`config.mk`:
```
export PLATFORM = sky130hd
export DESIGN_NAME = operator_token_lexer_flat
export DESIGN_NICKNAME = d
export VERILOG_FILES = /design/src/design/otl_pkg.sv /design/src/design/otl_if.sv /design/src/design/otl_scan.sv /design/src/design/operator_token_lexer.sv /design/src/flat_wrapper.sv
export SDC_FILE = /design/constraint.sdc
export NUM_CORES = 1
export LEC_CHECK = 0
export BUFFER_PORTS_ARGS = -buffer_cell sky130_fd_sc_hd__buf_2
export CORE_UTILIZATION = 51
export CTS_BUF_LIST = sky130_fd_sc_hd__clkbuf_8 sky130_fd_sc_hd__clkbuf_16
export DETAILED_ROUTE_END_ITERATION = 6
export GPL_TIMING_DRIVEN = 1
export PLACE_DENSITY = 0.73
export SLEW_MARGIN = 15
export SYNTH_ARGS = -nofsm -noshare
export SYNTH_HDL_FRONTEND = slang
export SYNTH_SLANG_ARGS = --single-unit
```
`constraint.sdc`:
```
create_clock -name clk -period 13.4 [get_ports clk]
set_clock_uncertainty 0.05 [all_clocks]
set_input_delay 0.67 -clock clk [delete_from_list [all_inputs] [get_ports clk]]
set_output_delay 0.67 -clock clk [all_outputs]
set_load 0.02 [all_outputs]
```
`src/design/otl_pkg.sv`:
```
// Shared types, constants and byte decode functions for the operator token lexer.
package otl_pkg;

  localparam int CounterBitsDef = 24;
  localparam int FieldW         = 24;
  localparam int KindW          = 5;

  // Source characters
  localparam logic [7:0] CH_LPAREN  = 8'h28;
  localparam logic [7:0] CH_RPAREN  = 8'h29;
  localparam logic [7:0] CH_LBRACE  = 8'h7B;
  localparam logic [7:0] CH_RBRACE  = 8'h7D;
  localparam logic [7:0] CH_COMMA   = 8'h2C;
  localparam logic [7:0] CH_DOT     = 8'h2E;
  localparam logic [7:0] CH_MINUS   = 8'h2D;
  localparam logic [7:0] CH_PLUS    = 8'h2B;
  localparam logic [7:0] CH_SEMI    = 8'h3B;
  localparam logic [7:0] CH_STAR    = 8'h2A;
  localparam logic [7:0] CH_BANG    = 8'h21;
  localparam logic [7:0] CH_EQUAL   = 8'h3D;
  localparam logic [7:0] CH_LESS    = 8'h3C;
  localparam logic [7:0] CH_GREATER = 8'h3E;
  localparam logic [7:0] CH_SLASH   = 8'h2F;
  localparam logic [7:0] CH_SPACE   = 8'h20;
  localparam logic [7:0] CH_CR      = 8'h0D;
  localparam logic [7:0] CH_TAB     = 8'h09;
  localparam logic [7:0] CH_NEWLINE = 8'h0A;

  // Token kinds
  localparam logic [KindW-1:0] KIND_LPAREN        = 5'd0;
  localparam logic [KindW-1:0] KIND_RPAREN        = 5'd1;
  localparam logic [KindW-1:0] KIND_LBRACE        = 5'd2;
  localparam logic [KindW-1:0] KIND_RBRACE        = 5'd3;
  localparam logic [KindW-1:0] KIND_COMMA         = 5'd4;
  localparam logic [KindW-1:0] KIND_DOT           = 5'd5;
  localparam logic [KindW-1:0] KIND_MINUS         = 5'd6;
  localparam logic [KindW-1:0] KIND_PLUS          = 5'd7;
  localparam logic [KindW-1:0] KIND_SEMI          = 5'd8;
  localparam logic [KindW-1:0] KIND_STAR          = 5'd9;
  localparam logic [KindW-1:0] KIND_BANG          = 5'd10;
  localparam logic [KindW-1:0] KIND_BANG_EQUAL    = 5'd11;
  localparam logic [KindW-1:0] KIND_EQUAL         = 5'd12;
  localparam logic [KindW-1:0] KIND_EQUAL_EQUAL   = 5'd13;
  localparam logic [KindW-1:0] KIND_LESS          = 5'd14;
  localparam logic [KindW-1:0] KIND_LESS_EQUAL    = 5'd15;
  localparam logic [KindW-1:0] KIND_GREATER       = 5'd16;
  localparam logic [KindW-1:0] KIND_GREATER_EQUAL = 5'd17;
  localparam logic [KindW-1:0] KIND_SLASH         = 5'd18;
  localparam logic [KindW-1:0] KIND_EOF           = 5'd19;
  localparam logic [KindW-1:0] KIND_ERROR         = 5'd20;

  localparam logic [1:0] LEN_NONE = 2'd0;
  localparam logic [1:0] LEN_ONE  = 2'd1;
  localparam logic [1:0] LEN_TWO  = 2'd2;

  typedef enum logic [2:0] {
    MODE_IDLE    = 3'd0,
    MODE_BANG    = 3'd1,
    MODE_EQUAL   = 3'd2,
    MODE_LESS    = 3'd3,
    MODE_GREATER = 3'd4,
    MODE_SLASH   = 3'd5,
    MODE_COMMENT = 3'd6
  } otl_mode_t;

  typedef enum logic [2:0] {
    CLS_SINGLE,
    CLS_OP,
    CLS_SLASH,
    CLS_BLANK,
    CLS_NEWLINE,
    CLS_OTHER
  } otl_class_t;

  typedef struct packed {
    logic [KindW-1:0]  token_kind;
    logic [FieldW-1:0] lexeme_start;
    logic [1:0]        lexeme_length;
    logic [FieldW-1:0] line_number;
    logic              last;
  } otl_token_t;

  function automatic otl_class_t byte_class(input logic [7:0] c);
    otl_class_t cls;
    case (c) inside
      CH_LPAREN, CH_RPAREN, CH_LBRACE, CH_RBRACE, CH_COMMA,
      CH_DOT, CH_MINUS, CH_PLUS, CH_SEMI, CH_STAR:   cls = CLS_SINGLE;
      CH_BANG, CH_EQUAL, CH_LESS, CH_GREATER:        cls = CLS_OP;
      CH_SLASH:                                      cls = CLS_SLASH;
      CH_SPACE, CH_CR, CH_TAB:                       cls = CLS_BLANK;
      CH_NEWLINE:                                    cls = CLS_NEWLINE;
      default:                                       cls = CLS_OTHER;
    endcase
    return cls;
  endfunction

  function automatic logic [KindW-1:0] single_kind(input logic [7:0] c);
    logic [KindW-1:0] k;
    case (c)
      CH_LPAREN: k = KIND_LPAREN;
      CH_RPAREN: k = KIND_RPAREN;
      CH_LBRACE: k = KIND_LBRACE;
      CH_RBRACE: k = KIND_RBRACE;
      CH_COMMA:  k = KIND_COMMA;
      CH_DOT:    k = KIND_DOT;
      CH_MINUS:  k = KIND_MINUS;
      CH_PLUS:   k = KIND_PLUS;
      CH_SEMI:   k = KIND_SEMI;
      default:   k = KIND_STAR;
    endcase
    return k;
  endfunction

  function automatic otl_mode_t op_mode(input logic [7:0] c);
    otl_mode_t m;
    case (c)
      CH_BANG:  m = MODE_BANG;
      CH_EQUAL: m = MODE_EQUAL;
      CH_LESS:  m = MODE_LESS;
      default:  m = MODE_GREATER;
    endcase
    return m;
  endfunction

  // One-byte kind of a pending operator; the two-byte kind is one above it
  function automatic logic [KindW-1:0] op_kind(input otl_mode_t m);
    logic [KindW-1:0] k;
    unique case (m)
      MODE_BANG:  k = KIND_BANG;
      MODE_EQUAL: k = KIND_EQUAL;
      MODE_LESS:  k = KIND_LESS;
      default:    k = KIND_GREATER;
    endcase
    return k;
  endfunction

endpackage

```
`src/design/otl_if.sv`:
```
// Stream interfaces for source bytes and result tokens.
interface otl_in_if;
  logic       valid;
  logic       ready;
  logic [7:0] in_byte;
  logic       end_of_source;

  modport source (output valid, output in_byte, output end_of_source, input ready);
  modport sink   (input valid, input in_byte, input end_of_source, output ready);
endinterface

interface otl_out_if;
  logic        valid;
  logic        ready;
  logic [4:0]  token_kind;
  logic [23:0] lexeme_start;
  logic [1:0]  lexeme_length;
  logic [23:0] line_number;
  logic        last;

  modport source (output valid, output token_kind, output lexeme_start,
                  output lexeme_length, output line_number, output last, input ready);
  modport sink   (input valid, input token_kind, input lexeme_start,
                  input lexeme_length, input line_number, input last, output ready);
endinterface

```
`src/design/otl_scan.sv`:
```
// One-byte scan step: next lexer state and up to two tokens.
module otl_scan
  import otl_pkg::*;
#(
  parameter int CNT_W = CounterBitsDef
) (
  input  otl_mode_t        mode,
  input  logic [CNT_W-1:0] line_cnt,
  input  logic [CNT_W-1:0] byte_off,
  input  logic [CNT_W-1:0] pend_start,
  input  logic [7:0]       c,
  input  logic             eos,
  output otl_mode_t        mode_nxt,
  output logic [CNT_W-1:0] line_cnt_nxt,
  output logic [CNT_W-1:0] byte_off_nxt,
  output logic [CNT_W-1:0] pend_start_nxt,
  output otl_token_t       tok [2],
  output logic [1:0]       n_tok
);

  otl_class_t       cls;
  logic             is_eq;
  logic             is_slash;
  logic             pend_op;
  logic             run_idle;
  logic [CNT_W-1:0] off_inc;
  logic [CNT_W-1:0] line_inc;
  logic             has_a;
  logic             has_b;
  otl_token_t       tok_a;
  otl_token_t       tok_b;

  assign cls      = byte_class(c);
  assign is_eq    = (c == CH_EQUAL);
  assign is_slash = (c == CH_SLASH);
  assign pend_op  = (mode == MODE_BANG) || (mode == MODE_EQUAL) ||
                    (mode == MODE_LESS) || (mode == MODE_GREATER);
  assign off_inc  = (byte_off == '1) ? byte_off : byte_off + CNT_W'(1);
  assign line_inc = (line_cnt == '1) ? line_cnt : line_cnt + CNT_W'(1);

  // Byte goes through the plain scan: idle, or a pending token not completed
  assign run_idle = !eos && (
                      (pend_op && !is_eq) ||
                      ((mode == MODE_SLASH) && !is_slash) ||
                      (!pend_op && (mode != MODE_SLASH) && (mode != MODE_COMMENT)));

  // Next state
  always_comb begin
    mode_nxt       = mode;
    line_cnt_nxt   = line_cnt;
    byte_off_nxt   = off_inc;
    pend_start_nxt = pend_start;
    if (eos) begin
      mode_nxt       = MODE_IDLE;
      line_cnt_nxt   = CNT_W'(1);
      byte_off_nxt   = '0;
      pend_start_nxt = '0;
    end else if (run_idle) begin
      mode_nxt = MODE_IDLE;
      case (cls)
        CLS_OP: begin
          mode_nxt       = op_mode(c);
          pend_start_nxt = byte_off;
        end
        CLS_SLASH: begin
          mode_nxt       = MODE_SLASH;
          pend_start_nxt = byte_off;
        end
        CLS_NEWLINE: line_cnt_nxt = line_inc;
        default: ;
      endcase
    end else begin
      unique case (mode)
        MODE_SLASH:   mode_nxt = MODE_COMMENT;
        MODE_COMMENT: begin
          if (c == CH_NEWLINE) begin
            mode_nxt     = MODE_IDLE;
            line_cnt_nxt = line_inc;
          end
        end
        default:      mode_nxt = MODE_IDLE;
      endcase
    end
  end

  // Tokens: A is a flushed or completed operator, B a scanned byte or end-of-file
  always_comb begin
    tok_a.token_kind    = KIND_SLASH;
    tok_a.lexeme_start  = FieldW'(pend_start);
    tok_a.lexeme_length = LEN_ONE;
    tok_a.line_number   = FieldW'(line_cnt);
    has_a               = 1'b0;
    if (pend_op) begin
      has_a = 1'b1;
      if (!eos && is_eq) begin
        tok_a.token_kind    = op_kind(mode) + KindW'(1);
        tok_a.lexeme_length = LEN_TWO;
      end else begin
        tok_a.token_kind = op_kind(mode);
      end
    end else if (mode == MODE_SLASH) begin
      has_a = eos || !is_slash;
    end

    tok_b.lexeme_start  = FieldW'(byte_off);
    tok_b.lexeme_length = LEN_ONE;
    tok_b.line_number   = FieldW'(line_cnt);
    tok_b.last          = 1'b1;
    tok_b.token_kind    = KIND_ERROR;
    has_b               = 1'b0;
    if (eos) begin
      has_b               = 1'b1;
      tok_b.token_kind    = KIND_EOF;
      tok_b.lexeme_length = LEN_NONE;
    end else if (run_idle) begin
      if (cls == CLS_SINGLE) begin
        has_b            = 1'b1;
        tok_b.token_kind = single_kind(c);
      end else if (cls == CLS_OTHER) begin
        has_b = 1'b1;
      end
    end
    tok_a.last = !has_b;

    tok[0] = has_a ? tok_a : tok_b;
    tok[1] = tok_b;
    n_tok  = {1'b0, has_a} + {1'b0, has_b};
  end

endmodule

```
`src/design/operator_token_lexer.sv`:
```
// Top level of the operator token lexer: input register, scan step, result queue.
// A byte transfer is caught in the input register, then scanned, and its tokens are
//   written to the two-entry result queue; the head token is driven on out_ch straight
//   from the queue register.
// Throughput: one byte per cycle while each byte gives at most one token and out_ch is ready;
//   a byte that gives two tokens holds the input until they fit in the queue's two slots.
// Reset (rst_n low, synchronous): mode idle, line 1, offset 0, both stages emptied,
//   input not ready while reset is low.
module operator_token_lexer
  import otl_pkg::*;
#(
  parameter int COUNTER_BITS = CounterBitsDef
) (
  input logic    clk,
  input logic    rst_n,
  otl_in_if.sink   in_ch,
  otl_out_if.source out_ch
);

  // Input register
  logic             in_v_r;
  logic [7:0]       in_byte_r;
  logic             in_eos_r;

  // Lexer state
  otl_mode_t         mode_r, mode_nxt;
  logic [COUNTER_BITS-1:0] line_r, line_nxt;
  logic [COUNTER_BITS-1:0] off_r, off_nxt;
  logic [COUNTER_BITS-1:0] pstart_r, pstart_nxt;

  // Result queue, head in slot 0
  otl_token_t q_r [2];
  otl_token_t q_nxt [2];
  logic [1:0] cnt_r, cnt_nxt;

  otl_token_t tok [2];
  logic [1:0] n_tok;
  logic       pop;
  logic [1:0] keep;
  logic       fire;

  otl_scan #(.CNT_W(COUNTER_BITS)) u_scan (
    .mode           (mode_r),
    .line_cnt       (line_r),
    .byte_off       (off_r),
    .pend_start     (pstart_r),
    .c              (in_byte_r),
    .eos            (in_eos_r),
    .mode_nxt       (mode_nxt),
    .line_cnt_nxt   (line_nxt),
    .byte_off_nxt   (off_nxt),
    .pend_start_nxt (pstart_nxt),
    .tok            (tok),
    .n_tok          (n_tok)
  );

  // Pop the head on an output transfer; scan the held byte only if its tokens fit
  assign pop  = (cnt_r != 2'd0) && out_ch.ready;
  assign keep = cnt_r - {1'b0, pop};
  assign fire = in_v_r && (({1'b0, keep} + {1'b0, n_tok}) <= 3'd2);

  // Take a new byte whenever the input register is empty or drains this cycle
  assign in_ch.ready = rst_n && (!in_v_r || fire);

  always_ff @(posedge clk) begin
    if (!rst_n) begin
      in_v_r <= 1'b0;
    end else if (in_ch.ready) begin
      in_v_r <= in_ch.valid;
    end
  end

  // Hold the payload until the byte is scanned
  always_ff @(posedge clk) begin
    if (in_ch.ready && in_ch.valid) begin
      in_byte_r <= in_ch.in_byte;
      in_eos_r  <= in_ch.end_of_source;
    end
  end

  // Advance the lexer state once per scanned byte
  always_ff @(posedge clk) begin
    if (!rst_n) begin
      mode_r   <= MODE_IDLE;
      line_r   <= COUNTER_BITS'(1);
      off_r    <= '0;
      pstart_r <= '0;
    end else if (fire) begin
      mode_r   <= mode_nxt;
      line_r   <= line_nxt;
      off_r    <= off_nxt;
      pstart_r <= pstart_nxt;
    end
  end

  // Queue update: shift out the popped head, then append new tokens behind what stays
  always_comb begin
    q_nxt[0] = pop ? q_r[1] : q_r[0];
    q_nxt[1] = q_r[1];
    cnt_nxt  = keep;
    if (fire) begin
      if (n_tok != 2'd0) begin
        q_nxt[keep[0]] = tok[0];
      end
      if (n_tok == 2'd2) begin
        q_nxt[1] = tok[1];
      end
      cnt_nxt = keep + n_tok;
    end
  end

  always_ff @(posedge clk) begin
    if (!rst_n) begin
      cnt_r <= 2'd0;
    end else begin
      cnt_r <= cnt_nxt;
    end
  end

  always_ff @(posedge clk) begin
    q_r[0] <= q_nxt[0];
    q_r[1] <= q_nxt[1];
  end

  assign out_ch.valid         = (cnt_r != 2'd0);
  assign out_ch.token_kind    = q_r[0].token_kind;
  assign out_ch.lexeme_start  = q_r[0].lexeme_start;
  assign out_ch.lexeme_length = q_r[0].lexeme_length;
  assign out_ch.line_number   = q_r[0].line_number;
  assign out_ch.last          = q_r[0].last;

  // The queue never holds more than its two slots
  a_cnt_bound: assert property (@(posedge clk) disable iff (!rst_n)
    cnt_r <= 2'd2)
    else $error("result queue count out of range");

  // End of source always produces at least the end-of-file token
  a_eos_token: assert property (@(posedge clk) disable iff (!rst_n)
    fire && in_eos_r |-> n_tok != 2'd0)
    else $error("end of source scanned without a token");

  // End of source returns the lexer to its reset state
  a_eos_reset: assert property (@(posedge clk) disable iff (!rst_n)
    fire && in_eos_r |=> mode_r == MODE_IDLE && line_r == COUNTER_BITS'(1) &&
                          off_r == '0)
    else $error("state not cleared after end of source");

  // Every scanned source byte moves the offset off zero
  a_off_adv: assert property (@(posedge clk) disable iff (!rst_n)
    fire && !in_eos_r |=> off_r != '0)
    else $error("byte offset did not advance");

endmodule
```
`src/flat_wrapper.sv`:
```
// flat-port wrapper written by rule: the top's interface ports become plain ports
module operator_token_lexer_flat import otl_pkg::*;
#(
  parameter int COUNTER_BITS = CounterBitsDef
)
  (clk, rst_n, in_ch_valid, in_ch_in_byte, in_ch_end_of_source, in_ch_ready, out_ch_valid, out_ch_token_kind, out_ch_lexeme_start, out_ch_lexeme_length, out_ch_line_number, out_ch_last, out_ch_ready);
  otl_in_if in_ch_i ();
  otl_out_if out_ch_i ();
  input logic clk;
  input logic rst_n;
  input wire logic [$bits(in_ch_i.valid)-1:0] in_ch_valid;
  input wire logic [$bits(in_ch_i.in_byte)-1:0] in_ch_in_byte;
  input wire logic [$bits(in_ch_i.end_of_source)-1:0] in_ch_end_of_source;
  output wire logic [$bits(in_ch_i.ready)-1:0] in_ch_ready;
  output wire logic [$bits(out_ch_i.valid)-1:0] out_ch_valid;
  output wire logic [$bits(out_ch_i.token_kind)-1:0] out_ch_token_kind;
  output wire logic [$bits(out_ch_i.lexeme_start)-1:0] out_ch_lexeme_start;
  output wire logic [$bits(out_ch_i.lexeme_length)-1:0] out_ch_lexeme_length;
  output wire logic [$bits(out_ch_i.line_number)-1:0] out_ch_line_number;
  output wire logic [$bits(out_ch_i.last)-1:0] out_ch_last;
  input wire logic [$bits(out_ch_i.ready)-1:0] out_ch_ready;
  assign in_ch_i.valid = in_ch_valid;
  assign in_ch_i.in_byte = in_ch_in_byte;
  assign in_ch_i.end_of_source = in_ch_end_of_source;
  assign in_ch_ready = in_ch_i.ready;
  assign out_ch_valid = out_ch_i.valid;
  assign out_ch_token_kind = out_ch_i.token_kind;
  assign out_ch_lexeme_start = out_ch_i.lexeme_start;
  assign out_ch_lexeme_length = out_ch_i.lexeme_length;
  assign out_ch_line_number = out_ch_i.line_number;
  assign out_ch_last = out_ch_i.last;
  assign out_ch_i.ready = out_ch_ready;
  operator_token_lexer #(.COUNTER_BITS(COUNTER_BITS)) u_core (.clk(clk), .rst_n(rst_n), .in_ch(in_ch_i), .out_ch(out_ch_i));
endmodule
```
==> results of run 1 <==
[state kept, by name (all words and copies together), names as in the netlist]
register          cells
u_core.q_r          112
u_core.line_r        24
u_core.off_r         24
u_core.pstart_r      24
u_core.in_byte_r      8
u_core.mode_r         3
u_core.cnt_r          2
u_core.in_eos_r       1
u_core.in_v_r         1
[layer usage]
layer | vias up | track usage | wire length (um)
li1 | 3916 | - | -
met1 | 3795 | 0.3140 | 10680
met2 | 232 | 0.3728 | 10790
met3 | 28 | 0.04561 | 1226
met4 | 0 | 0.07111 | 303
met5 | - | 0 | 0
[cells in the final DEF, fill, tap and decap left out, types with 12 or more instances in the layout]
cell       Yosys  routed
nand2_1      212     210
dfxtp_1      134     134
nor2_1        86      85
buf_2          5      70
a21oi_1       67      67
edfxtp_1      65      65
a22o_1        50      50
and3_1        38      38
xor2_1        36      36
a31oi_1       31      31
mux2i_1       28      28
nand3_1       26      26
nand4_1       25      25
o21ai_1       23      23
o21ai_0       23      22
inv_1         13      18
nor3_1        18      17
clkbuf_16      0      17
and2_1        14      14
buf_4         56      12
[metrics by stage]
| step | cell area (sq um) | instances |
|---|---|---|
| after global placement | 10080 | 1348 |
| final | 10670 | 1380 |
| after global routing | 10670 | 1380 |
| after CTS | 10660 | 1380 |
| after detailed placement | 10080 | 1348 |
| after floorplan | 10180 | 1146 |
[final timing paths]
check | depth (start not counted) | to | slack [ns] | start
max reg2reg | 12 | u_core.q_r[0][28] | 7.58 | u_core.in_byte_r[4]
min reg2reg | 2 | u_core.q_r[0][4] | 0.42 | u_core.q_r[0][4]
max | 12 | u_core.q_r[0][28] | 7.58 | u_core.in_byte_r[4]
min | 1 | u_core.in_byte_r[1] | 0.36 | in_ch_in_byte[1]
[final cells by class]
type	instances	share of cell area
multi-input cells	788	0.4340
well taps	265	0.03108
inverters	14	0.004926
flip-flops and latches	199	0.4344
clock buffers	20	0.04374
repair buffers	82	0.04128
clock inverters	12	0.01055
[kinds of logic after synthesis]
| family | count (synthesis) | share of synthesized area |
|---|---|---|
| buffers and inverters | 159 | 0.09378 |
| AND/OR/NAND/NOR | 466 | 0.2156 |
| adder cells (fa/ha/maj) | 7 | 0.009341 |
| multiplexers | 28 | 0.02753 |
| flip-flops | 199 | 0.4553 |
| AO/OA/AOI/OAI | 245 | 0.1624 |
| XOR/XNOR | 42 | 0.03614 |
[worst max-delay path: cells and delay by family (launching register included)]
kind                       cells  cell delay (ns)
AOI/OAI and AO/OA              3             1.25
adders and majority gates      3             1.01
buffers and inverters          2             0.47
DFF                            1             0.58
and+or+nand+nor                4             2.35
[power groups by stage]
stage / Clock (uW) / Sequential, uW / Combinational (uW)
CTS: 516 / 972 / 1110
finish: 506 / 973 / 1100
floorplan: 0 / 953 / 953
global route: 539 / 992 / 1220
global placement: 0 / 982 / 1070
detailed placement: 0 / 983 / 1100
==> flow_metrics.env, run 1 <==
export IMPL_dpl_worst_slack_ns=7.498
export IMPL_criticalPathCategory="register to register"
export IMPL_numCtsBuffers=17
export IMPL_grt_overflow=0
export IMPL_cp_slowest_cell="nor3_2"
export IMPL_crit_path_cell_trace="or4b_4 > nor3_2 > a311o_2 > inv_1 > ha_1 > ha_1 > fa_1 > a21oi_1 > nand2_1 > nor3_2 > buf_4 > a21oi_1"
export IMPL_ys_types=77
export IMPL_clkTransAtPathRegs_ns=0.07
export IMPL_layout_setup_ws_ns=7.577
export IMPL_max_slew_margin=0.2276
export IMPL_finalSetupViolations=0
export IMPL_tightestPinTransition_ns=1.154
export IMPL_drc=0
export IMPL_clockRootBuffer="clkbuf_16"
export IMPL_synth_commonest_cells="212 x nand2_1, 134 x dfxtp_1, 86 x nor2_1"
export IMPL_die_x_um=143.3
export IMPL_via_count=7971
export IMPL_grt_pass1_vias=7315
export IMPL_clk_path_buf_depth=2
export IMPL_syn_avg_cell_area_sq_um=8.883
export IMPL_wl_per_cell_um=16.67
export IMPL_drive_gt1_frac=0.1193
export IMPL_yosys_area_top_type="dfxtp_1"
export IMPL_hold_path_class="input pin to register"
export IMPL_synth_seq_cells=199
export IMPL_p_total_uw=2579
export IMPL_io_buffers=70
export IMPL_syn_nets=1166
export IMPL_internal_power_uw=1540
export IMPL_htree_levels=4
export IMPL_clkSinkCount=199
export IMPL_p_comb_frac=0.426
export IMPL_antenna_cells=0
export IMPL_ir_worst_vdd_mv=0.2811
export IMPL_nets=1122
export IMPL_die_area_sq_um=20530
export IMPL_ys_seq_area_frac=0.4553
export IMPL_cp_max_fo=32
export IMPL_grtUsageTotal=0.2318
export IMPL_hpwlAfterDp_um=14550
export IMPL_crit_arrival_ns=6.08
export IMPL_fin_hold_ws_ns=0.3606
export IMPL_antenna_found_initial=0
export IMPL_power_per_cell_area_nw_per_um2=241.7
export IMPL_core_sq_um=19530
export IMPL_fillers=1794
export IMPL_crit_path_end_kind="register"
export IMPL_p_sw_uw=1039
export IMPL_totalWireLength_um=23010
export IMPL_clockPowerShare=0.196
export IMPL_place_gp_congestion=0.8929
export IMPL_tns_ns=0
export IMPL_start_kind="register"
export IMPL_p_leak_uw=0.004306
export IMPL_grt_start_max_net_pins=81
export IMPL_synth_flop_cell="dfxtp_1"
export IMPL_slowest_delay_ns=0.95
export IMPL_ys_warnings_count=0
export IMPL_fin_crit_ns=5.823
export IMPL_ys_top_cells_by_area="dfxtp_1 26%, edfxtp_1 19%, nand2_1 7.8%, a22o_1 4.3%, buf_4 4.1%"
export IMPL_fin_util=0.5464
export IMPL_multi_input_area_sq_um=4631
export IMPL_synth_edf_count=65
export IMPL_fin_crit_sh=0.4346
export IMPL_cts_tree="done"
export IMPL_maxSlewViolCount=0
export IMPL_ant_nets=0
export IMPL_fmax_ghz=0.1717
export IMPL_p_sw_frac=0.4027
export IMPL_postCtsHoldBufs=0
export IMPL_rows=51
export IMPL_crit_required_ns=13.66
export IMPL_rsz0062_at_grt="false"
export IMPL_dr_pass1_iters=5
export IMPL_die_height_um=143.3
export IMPL_start_util=0.5213
export IMPL_synth_most_common_cell="nand2_1"
export IMPL_clock_latency_ns=0.43
export IMPL_synth_top_area_frac=0.2635
export IMPL_hold_viol=0
export IMPL_cap_violations=0
export IMPL_grt_pass1_wl_um=37590
export IMPL_io_pins=71
export IMPL_cts_setup_buffers=0
export IMPL_synthesis_area_sq_um=10180
export IMPL_synthArstFlopShare=0
export IMPL_status="completed"
export IMPL_syn_to_final_growth_pct=4.806
export IMPL_post_cts_resized=0
export IMPL_p_seq_frac=0.377
export IMPL_regArea_sq_um=4634
export IMPL_synthCells=1146
export IMPL_via_per_inst=5.776
export IMPL_drtIter0Drc=688
(Power assumes the default switching activity.)
==> run 2: changes to the inputs <==
Settings changed: PLACE_DENSITY 0.73 to 0.76.
Clock period 13.4 ns to 5.14 ns, I/O delays scaled along.
==> run 2 against run 1 <==
Compared with the run above: worst hold slack got worse by 0.30 ns; total power grew to 2.6 times the previous value; global-route usage fell by 0.63 points; critical endpoint is now u_core.q_r[0][110]; largest power group unchanged; highest routed layer unchanged.
==> flow_metrics.env, run 2 (synthesized netlist as in run 1, its figures left out) <==
export IMPL_clkSinkCount=199
export IMPL_grtUsageTotal=0.2255
export IMPL_via_count=7977
export IMPL_fin_hold_ws_ns=0.06156
export IMPL_cts_setup_buffers=0
export IMPL_fin_crit_sh=0.9203
export IMPL_layout_commonest_cell="nand2_1"
export IMPL_ant_nets=0
export IMPL_antenna_found_initial=1
export IMPL_crit_required_ns=5.14
export IMPL_grt_start_max_net_pins=75
export IMPL_die_area_sq_um=20530
export IMPL_hpwlAfterDp_um=14200
export IMPL_final_cell_mix="210 x nand2_1, 134 x dfxtp_1, 84 x nor2_1"
export IMPL_status="completed"
export IMPL_io_buffers=70
export IMPL_largest_reg_flops=112
export IMPL_dpl_worst_slack_ns=0.4623
export IMPL_grt_pass1_vias=7325
export IMPL_die_x_um=143.3
export IMPL_p_leak_uw=0.004366
export IMPL_drc=0
export IMPL_numCtsBuffers=17
export IMPL_start_util=0.5213
export IMPL_nets=1137
export IMPL_grt_overflow=0
export IMPL_drive_gt1_frac=0.1240
export IMPL_dr_pass1_iters=5
export IMPL_core_sq_um=19530
export IMPL_ir_worst_vdd_mv=0.4670
export IMPL_wl_per_cell_um=16.04
export IMPL_clock_latency_ns=0.43
export IMPL_fmax_ghz=0.2114
export IMPL_rows=51
export IMPL_die_height_um=143.3
export IMPL_clockRootBuffer="clkbuf_16"
export IMPL_tightestPinTransition_ns=1.057
export IMPL_drtIter0Drc=633
export IMPL_cts_tree="done"
export IMPL_cp_max_fo=56
export IMPL_clk_path_buf_depth=2
export IMPL_criticalPathCategory="register to register"
export IMPL_place_gp_congestion=0.9116
export IMPL_htree_levels=4
export IMPL_syn_to_final_growth_pct=6.330
export IMPL_clkTransAtPathRegs_ns=0.07
export IMPL_power_per_cell_area_nw_per_um2=622.4
export IMPL_hold_path_class="input pin to register"
export IMPL_hold_viol=0
export IMPL_grt_pass1_wl_um=36530
export IMPL_top_register="u_core.q_r"
export IMPL_layout_setup_ws_ns=0.4094
export IMPL_max_slew_margin=0.2852
export IMPL_maxSlewViolCount=0
export IMPL_cap_violations=0
export IMPL_fin_crit_ns=4.731
export IMPL_tns_ns=0
export IMPL_totalWireLength_um=22370
export IMPL_io_pins=71
export IMPL_crit_arrival_ns=4.73
export IMPL_via_per_inst=5.718
export IMPL_crit_path_end_kind="register"
export IMPL_start_kind="register"
export IMPL_finalSetupViolations=0
==> run 2: cell count changes in the layout (fill, tap and decap cells not counted), moves of 2 or more <==
cell	previous run	this run
clkinv_1	2	4
clkbuf_8	3	1
inv_1	18	15
buf_4	12	17
dlygate4sd3_1	0	9
==> run 2: path summary, 6_finish.rpt <==
path | from | to | slack (ns) | cells past startpoint
setup / recovery | u_core.in_byte_r[6] | u_core.q_r[0][110] | 0.41 | 12
hold / removal | in_ch_valid | u_core.in_v_r | 0.06 | 3
hold reg to reg | u_core.q_r[0][13] | u_core.q_r[0][13] | 0.42 | 2
setup reg to reg | u_core.in_byte_r[6] | u_core.q_r[0][110] | 0.41 | 12
==> run 2: routing by layer <==
layer / track usage / share of wire / wire length, um / up-vias
li1: - / - / - / 3947
met1: 0.2972 / 0.45 / 10150 / 3748
met2: 0.3728 / 0.48 / 10690 / 253
met3: 0.03521 / 0.054 / 1206 / 29
met4: 0.08399 / 0.014 / 324 / 0
met5: 0 / 0 / 0 / -
==> run 2: power by group <==
group,internal [uW],total [uW],switching [uW]
clock,766,1330,560
combinational,1020,2880,1860
sequential,2270,2530,255
total,4060,6740,2680
==> run 2: repair_timing <==
action                                 in CTS  in global routing
endpoints found under the hold margin       9                  0
gates resized for setup                     0                  1
hold buffers                                9                  0
setup endpoints to repair                   0                  2
==> run 2: stage by stage <==
stage               instance area, sq um  instances  total power (uW)    util
finish                             10820       1395              6737  0.5543
global route                       10820       1395              7207  0.5543
CTS                                10810       1394              6776  0.5538
detailed placement                 10140       1354              5421  0.5194
global placement                   10140       1354              5352  0.5194
floorplan                          10190       1146              4958       -
==> run 2: cell type report <==
cell class	count	area (sq um)
Clock inverter	13	142.6
Fill cell	1729	8702
Antenna cell	1	2.502
Clock buffer	18	439.2
Timing Repair Buffer	97	588.1
Multi-Input combinational cell	788	4633
Tap cell	265	331.6
Sequential cell	199	4634
Inverter	14	52.55
==> run 2: worst max-delay path, stage by stage (launching register included) <==
cell and delay (ns):
edfxtp_1 0.53, nand4bb_2 0.44, o21ai_0 0.40, o221ai_1 0.21, a31oi_1 0.26, inv_1 0.07
ha_1 0.27, ha_1 0.19, fa_1 0.48, a21oi_1 0.22, nand2_1 0.30, nor2_4 0.19
buf_4 0.68
